==> config.mk <==
export PLATFORM = sky130hd
export DESIGN_NAME = eulr_sincos_lane
export DESIGN_NICKNAME = d
export VERILOG_FILES = /design/src/sv/eulr_pkg.sv /design/src/sv/eulr_sincos_lane.sv
export SDC_FILE = /design/constraint.sdc
export NUM_CORES = 2
export LEC_CHECK = 0
export BUFFER_PORTS_ARGS = -buffer_cell sky130_fd_sc_hd__buf_4
export CORE_ASPECT_RATIO = 0.7
export CORE_UTILIZATION = 50
export CTS_CLUSTER_DIAMETER = 30
export DETAILED_ROUTE_END_ITERATION = 10
export GPL_ROUTABILITY_DRIVEN = 0
export GPL_TIMING_DRIVEN = 0
export PLACE_DENSITY = 0.65
export RECOVER_POWER = 50
export SLEW_MARGIN = 10
export SYNTH_ARGS = -nofsm -noshare
export SYNTH_HDL_FRONTEND = slang
export SYNTH_SLANG_ARGS = --single-unit
==> constraint.sdc <==
create_clock -name i_clk -period 10.7 [get_ports i_clk]
set_clock_uncertainty 0.15 [all_clocks]
set_input_delay 2.14 -clock i_clk [delete_from_list [all_inputs] [get_ports i_clk]]
set_output_delay 2.14 -clock i_clk [all_outputs]
set_load 0.01 [all_outputs]
==> src/sv/eulr_pkg.sv <==
`timescale 1ns / 1ps
// ----------------------------------------------------------------------------
// eulr_pkg
// Shared constants and types for the Euler XYZ to rotation matrix block.
// ----------------------------------------------------------------------------
package eulr_pkg;

    localparam int PHASE_MUL    = 166886;
    localparam int CORDIC_STEPS = 18;
    localparam int XW           = 31;   // CORDIC datapath width (scale 2^28)
    localparam int RW           = 19;   // residual width
    localparam int SCW          = 18;   // sine/cosine width (scale 2^16)
    localparam logic signed [XW-1:0] CORDIC_X0 = 31'sd163008218;

    typedef logic signed [SCW-1:0] t_sc;

    typedef struct packed {
        t_sc s;
        t_sc c;
    } t_sincos;

    function automatic logic signed [RW-1:0] atan_tab(input int i);
        case (i)
            0:  atan_tab = 19'sd131072;
            1:  atan_tab = 19'sd77376;
            2:  atan_tab = 19'sd40884;
            3:  atan_tab = 19'sd20753;
            4:  atan_tab = 19'sd10417;
            5:  atan_tab = 19'sd5213;
            6:  atan_tab = 19'sd2607;
            7:  atan_tab = 19'sd1304;
            8:  atan_tab = 19'sd652;
            9:  atan_tab = 19'sd326;
            10: atan_tab = 19'sd163;
            11: atan_tab = 19'sd81;
            12: atan_tab = 19'sd41;
            13: atan_tab = 19'sd20;
            14: atan_tab = 19'sd10;
            15: atan_tab = 19'sd5;
            16: atan_tab = 19'sd3;
            default: atan_tab = 19'sd1;
        endcase
    endfunction

    // Round a scale-2^48 sum to Q1.14 (tie toward +inf) and saturate to +/-1.0.
    function automatic logic signed [15:0] to_q14(input logic signed [51:0] v);
        logic signed [51:0] t;
        logic signed [17:0] r;
        t = (v + 52'sd8589934592) >>> 34;
        r = t[17:0];
        if (r > 18'sd16384)       to_q14 = 16'sd16384;
        else if (r < -18'sd16384) to_q14 = -16'sd16384;
        else                      to_q14 = r[15:0];
    endfunction

endpackage

==> src/sv/eulr_sincos_lane.sv <==
`timescale 1ns / 1ps
// ----------------------------------------------------------------------------
// eulr_sincos_lane
// Pipelined phase reduction and 18-stage CORDIC for one angle.
// ----------------------------------------------------------------------------
module eulr_sincos_lane import eulr_pkg::*; (
    input  logic                i_clk,
    input  logic                i_en,
    input  logic signed [15:0]  i_angle,
    output t_sincos             o_sc
);
    localparam int NS = CORDIC_STEPS;

    logic signed [35:0]   r_prod;
    logic [1:0]           r_q    [0:NS];
    logic signed [XW-1:0] r_x    [0:NS];
    logic signed [XW-1:0] r_y    [0:NS];
    logic signed [RW-1:0] r_r    [0:NS];
    t_sincos              r_sc;

    logic [19:0] w_phase;
    logic [19:0] w_ph2;
    logic signed [35:0] w_sum;
    assign w_sum   = r_prod + 36'sd2048;
    assign w_phase = w_sum[31:12];
    assign w_ph2   = w_phase + 20'h20000;

    always_ff @(posedge i_clk) begin
        if (i_en) begin
            r_prod <= i_angle * 36'(PHASE_MUL);
            r_q[0] <= w_ph2[19:18];
            r_r[0] <= $signed({1'b0, w_ph2[17:0]}) - 19'sd131072;
            r_x[0] <= CORDIC_X0;
            r_y[0] <= '0;
        end
    end

    for (genvar i = 0; i < NS; i++) begin : g_stage
        always_ff @(posedge i_clk) begin
            if (i_en) begin
                r_q[i+1] <= r_q[i];
                if (!r_r[i][RW-1]) begin
                    r_x[i+1] <= r_x[i] - (r_y[i] >>> i);
                    r_y[i+1] <= r_y[i] + (r_x[i] >>> i);
                    r_r[i+1] <= r_r[i] - atan_tab(i);
                end else begin
                    r_x[i+1] <= r_x[i] + (r_y[i] >>> i);
                    r_y[i+1] <= r_y[i] - (r_x[i] >>> i);
                    r_r[i+1] <= r_r[i] + atan_tab(i);
                end
            end
        end
    end

    function automatic t_sc rnd(input logic signed [XW:0] v);
        logic signed [XW:0] t;
        t = (v + 32'sd2048) >>> 12;
        if (t > 32'sd65536)       rnd = 18'sd65536;
        else if (t < -32'sd65536) rnd = -18'sd65536;
        else                      rnd = t[SCW-1:0];
    endfunction

    logic signed [XW:0] w_xe, w_ye, w_c, w_s;
    assign w_xe = {r_x[NS][XW-1], r_x[NS]};
    assign w_ye = {r_y[NS][XW-1], r_y[NS]};

    always_comb begin
        case (r_q[NS])
            2'd0:    begin w_c = w_xe;  w_s = w_ye;  end
            2'd1:    begin w_c = -w_ye; w_s = w_xe;  end
            2'd2:    begin w_c = -w_xe; w_s = -w_ye; end
            default: begin w_c = w_ye;  w_s = -w_xe; end
        endcase
    end

    always_ff @(posedge i_clk) begin
        if (i_en) begin
            r_sc.c <= rnd(w_c);
            r_sc.s <= rnd(w_s);
        end
    end

    assign o_sc = r_sc;
endmodule

### Yosys cells after proc, flatten, opt, wreduce, memory -nomap -nowiden

Memory sizes are Yosys's and may differ from the RTL's.
Cells that the tools add are included.

| storage, ports and cells | value |
|---|---|
| RAM bits | 1577 |
| flip-flop bits (word level) | 67 |
| output and inout bits | 36 |
| input bits | 18 |
| memories | 4 |
| logic and storage cells | 355 |

| cells by class | value |
|---|---|
| bitwise logic cells | 54 |
| multipliers | 1 |
| reduce and logical (&&, ||, !) cells | 3 |
| muxes and demuxes | 168 |
| $add $sub $neg | 114 |
| $lt $le $gt $ge | 4 |
| equality and inequality tests | 2 |

Memories:

| name | depth | width | read ports | clocked after memory_dff | wr ports | line | source |
|---|---|---|---|---|---|---|---|
| r_x | 19 | 31 | 19 | 0 | 19 | eulr_sincos_lane.sv:16 | `logic signed [XW-1:0] r_x [0:NS];` |
| r_y | 19 | 31 | 19 | 0 | 19 | eulr_sincos_lane.sv:17 | `logic signed [XW-1:0] r_y [0:NS];` |
| r_r | 19 | 19 | 18 | 0 | 19 | eulr_sincos_lane.sv:18 | `logic signed [RW-1:0] r_r [0:NS];` |
| r_q | 19 | 2 | 19 | 0 | 19 | eulr_sincos_lane.sv:15 | `logic [1:0] r_q [0:NS];` |

Operators with widths:

| kind | number |
|---|---|
| $mux 31 | 36 |
| $mux 19 | 18 |
| $pmux 32 s3 | 2 |
| $mux 1 | 110 |
| $add 32x13->32 const B | 3 |
| $neg 31->32 | 2 |
| $add 31x14->31 | 2 |
| $add 31x15->31 | 2 |
| $add 31x16->31 | 2 |
| $add 31x17->31 | 2 |
| $add 31x18->31 | 2 |
| $add 31x19->31 | 2 |
| $add 31x20->31 | 2 |
| $add 31x21->31 | 2 |
| $add 31x22->31 | 2 |
| $add 31x23->31 | 2 |
| $add 31x24->31 | 2 |
| $add 31x25->31 | 2 |
| $add 31x26->31 | 2 |
| $add 31x27->31 | 2 |
| $add 31x28->31 | 2 |
| $add 31x29->31 | 2 |
| $add 31x30->31 | 2 |
| $sub 31x14->31 | 2 |
| 65 further kinds | 139 |

### Logic depth before layout (Yosys ltp)

An unclocked memory read counts as a cell.

| depth | value |
|---|---|
| depth after elaboration | 6 |
| gate-level depth with buffers | 24 |
| mapped depth without buffers | 24 |

### Worst setup path before layout

No wires, ideal clock.

| timing | value |
|---|---|
| path kind | in2reg |
| start | input i_angle[4] |
| end | register r_prod[31], data pin |
| path buffers | 0 |
| arrival | 7.765 ns |
| setup time | 0.260 ns |
| data required time | 10.290 ns |
| stages | 22 |
| path slack | 2.526 ns |
| cell sequence | inv_1 > fa_1 > fa_1 > fa_1 > inv_1 > fa_1 > inv_1 > fa_1 > fa_1 > inv_1 > ha_1 > a21o_1 > a21oi_1 > nor2b_1 > o31ai_1 > o21ai_0 > a41oi_1 > o2111ai_1 > a21oi_1 > o21bai_1 > a21oi_1 > xnor2_1 |

| on the way | value |
|---|---|
| cells in the longest elaborated chain, start to end | 1 |

Ends and longest elaborated chain:

| what | line | source |
|---|---|---|
| start, declared | eulr_sincos_lane.sv:9 | `input logic signed [15:0] i_angle,` |
| $mul 16x18->31 | eulr_sincos_lane.sv:30 | `r_prod <= i_angle * 36'(PHASE_MUL);` |
| end signal, assigned | eulr_sincos_lane.sv:30 |  |
| end, declared | eulr_sincos_lane.sv:14 | `logic signed [35:0] r_prod;` |

Every way passes these cells.
A chain may end at the register's enable or synchronous reset.

==> results.cfg <==
[timing]
post_route_minimum_period_ps = 9850
setup_repair_after_global_routing_missed_its_margin = false
post-route-period-util_pct = 92.0
final_max_slew_viol_count = 1238
max_slew_margin_pct = -181
setup_viol = 0
worst_margin_pin_slew_ps = 4210
timing.final.hold_violations = 0
fmax_mhz = 102

[detailed_routing]
first_pass_iters = 7
drt_iter0_markers = 9064
drt_wl_total_um = 329000
ant_nets = 0
detailroute.via_count = 97900
route.detailed.drc = 0
route.detailed.vias_per_inst = 6.06
avgRoutedWirePerCell_um = 20.4

[logic_synthesis]
post_synth_most_frequent_cells = 1449 x edfxtp_1, 1398 x ha_1, 1205 x xnor2_1
netlist_top_cells_area = edfxtp_1 36%, ha_1 14%, xnor2_1 8.7%
post_syn_instances = 12400
share_of_the_synthesized_area_in_compound_gates_ao_oa_aoi_oai_pct = 17.1
synth-edff-count = 1449
post_synthesis_adder_cell_area_fraction_pct = 16.6
yosys.cell_count.top_type = edfxtp_1
synth.lib_cells_used.distinct = 90
synth.largest_area_cell = edfxtp_1
synth_simple_gate_area_share_pct = 13.7
yosysWarnings = 0
postSynthNetCount = 13900
post_synth_xor_area_fraction_pct = 12.5
post_synth_mux_area_share_pct = 1.43
synth_top_flop_cell = edfxtp_1
post-synth-top-area-fraction_pct = 35.9
mappedNetlistArea_um2 = 121000
async_flop_share_pct = 0
dominant_combinational_cell_family_by_area_after_synthesis = compound AO/OA/AOI/OAI gates
post_synth.cell_area_avg_um2 = 9.80
synth.ff_latch_count = 1449
seq_area_frac_synth_pct = 35.9

[placement]
port-buffer-count = 53
placed_area_um2 = 126000
post-dp-hpwl_um = 260000

[cts]
htreeDepth = 5
worst_path_clk_slew_ps = 50
cts_hold_repair.buffers = 0
clock_latency_ps = 870
total_setup_buffers_inserted_after_cts = 0
cts_num_sinks = 1449
post_cts.resized_instances = 0
cts_buffers = 295
cts_root_buf = clkbuf_16
cts_tree = built
cts_buffer_depth = 4

[floorplan]
die_width_um = 590
die-area_um2 = 244000
pin_count = 54
core_um2 = 240000
starting_density_of_the_core_pct = 50.5
rows = 150
die-height_um = 414

[grt]
grt_pass1_vias = 93200
antenna_found_initial = 7
grt.overflow.total = 0
grt_pass1_wl_um = 513000
grt_start_max_net_pins = 65
groute.usage.overall_pct = 26.3

[worst_setup_path]
critPathKind = in2reg
endpoint_kind = register
worst_ep_required_time_ps = 11150
start_kind = input port
worstPathMaxFanout = 51
cp_data_arrival_time_ps = 10300

[layout]
final_net_count = 14300
flow.area_growth_from_synthesis_pct = 11.7
fillers = 20500
cell_area_after_layout_um2 = 135000
post_route_cells_drive_above_1_share_pct = 5.32
layout.area.seq_um2 = 43500
multi_input_comb_area_um2 = 74300

[run_status]
outcome = finished with violations
violations_in_the_final_reports = max-capacitance violations, max-slew violations

[flow_run]
maxCapViolations = 24

[worst_hold_path]
holdCritPathClass = reg2reg
==> flip-flops by register name, indices dropped and copies added, names as in the netlist <==
name	count
r_prod	21
r_y	527
o_sc	36
r_r	323
r_x	504
r_q	38
==> routing by layer <==
metal	wire (µm)	track usage, %	up-vias
met5	76	0	-
li1	-	-	46500
met1	150000	37.4	46800
met3	28700	5.06	620
met4	9410	7.86	4
met2	142000	40.3	3948
==> critical path, cell delays in order <==
cell	delay (ps)
buf_6	370
clkbuf_2	690
clkbuf_2	680
nand2_1	440
clkinv_1	290
clkbuf_1	560
clkbuf_1	1000
nor2_1	120
xnor2_1	180
ha_1	320
a21o_1	190
a21oi_1	240
o21ai_0	220
o211ai_1	330
o22ai_1	190
o41ai_1	790
o311ai_0	420
o211ai_1	370
a21oi_1	140
o211ai_1	190
a21oi_1	110
xnor2_1	180
==> cell usage in the layout (no fill, tap or decap), drive strengths merged, types with 81 or more instances in the layout <==
cell type,netlist,layout
xor2,527,527
a21o,371,371
mux2i,81,81
nor3,397,397
o41ai,91,91
ha,1398,1398
o31ai,112,112
a31oi,119,119
nor4,100,100
o21a,181,181
a211oi,116,116
clkinv,3,96
fa,131,131
nand2b,183,183
and3,128,128
nand2,669,669
nor2b,203,203
inv,643,695
nand3,270,270
a21oi,1048,1048
clkbuf,173,556
nor2,1043,1043
xnor2,1205,1205
edfxtp,1449,1449
or3,111,111
o21ai,549,549
o21bai,131,131
==> final timing paths <==
| path | startpoint | endpoint | slack, ps | cells past startpoint |
|---|---|---|---|---|
| max | i_en | r_y[3][30] | 850 | 22 |
| min | r_r[7][2] | r_r[8][2] | 250 | 0 |
| max reg2reg | r_r[11][18] | r_x[6][28] | 3140 | 16 |
| min reg2reg | r_r[7][2] | r_r[8][2] | 250 | 0 |
==> cell families after synthesis <==
| kind of cell | Yosys count |
|---|---|
| xor gates and xnor gates | 1732 |
| muxes | 145 |
| DFF | 1449 |
| buffers and inverters | 871 |
| and+or+nand+nor | 3418 |
| adders and majority gates | 1529 |
| AOI/OAI and AO/OA | 3214 |
==> metrics by stage <==
| stage | setup WS, ps | util [%] | instances | hold WS (ps) | TNS [ps] |
|---|---|---|---|---|---|
| 6_report | 852 | 56.4 | 16200 | 252 | 0 |
| 2_1_floorplan | 2530 | - | 12400 | 250 | 0 |
| 5_1_grt | 534 | 56.4 | 16200 | 245 | 0 |
| 3_3_place_gp | -1570 | 52.3 | 15600 | 252 | -100040 |
| 3_5_place_dp | 343 | 52.6 | 15600 | 255 | 0 |
| 4_1_cts | 1220 | 56.7 | 16200 | 248 | 0 |
==> final cells by class <==
type | instances | share of cell area, %
diodes | 4 | 0.00740
inverters | 646 | 1.79
multi-input cells | 10000 | 54.9
flip-flops and latches | 1449 | 32.1
clock inverters | 204 | 1.61
well taps | 3192 | 2.95
clock buffers | 326 | 5.67
repair buffers | 70 | 0.256
plain buffers | 225 | 0.654
Power is not shown: default switching activity piles up to over one toggle a cycle in this logic, so the estimate is an artifact.
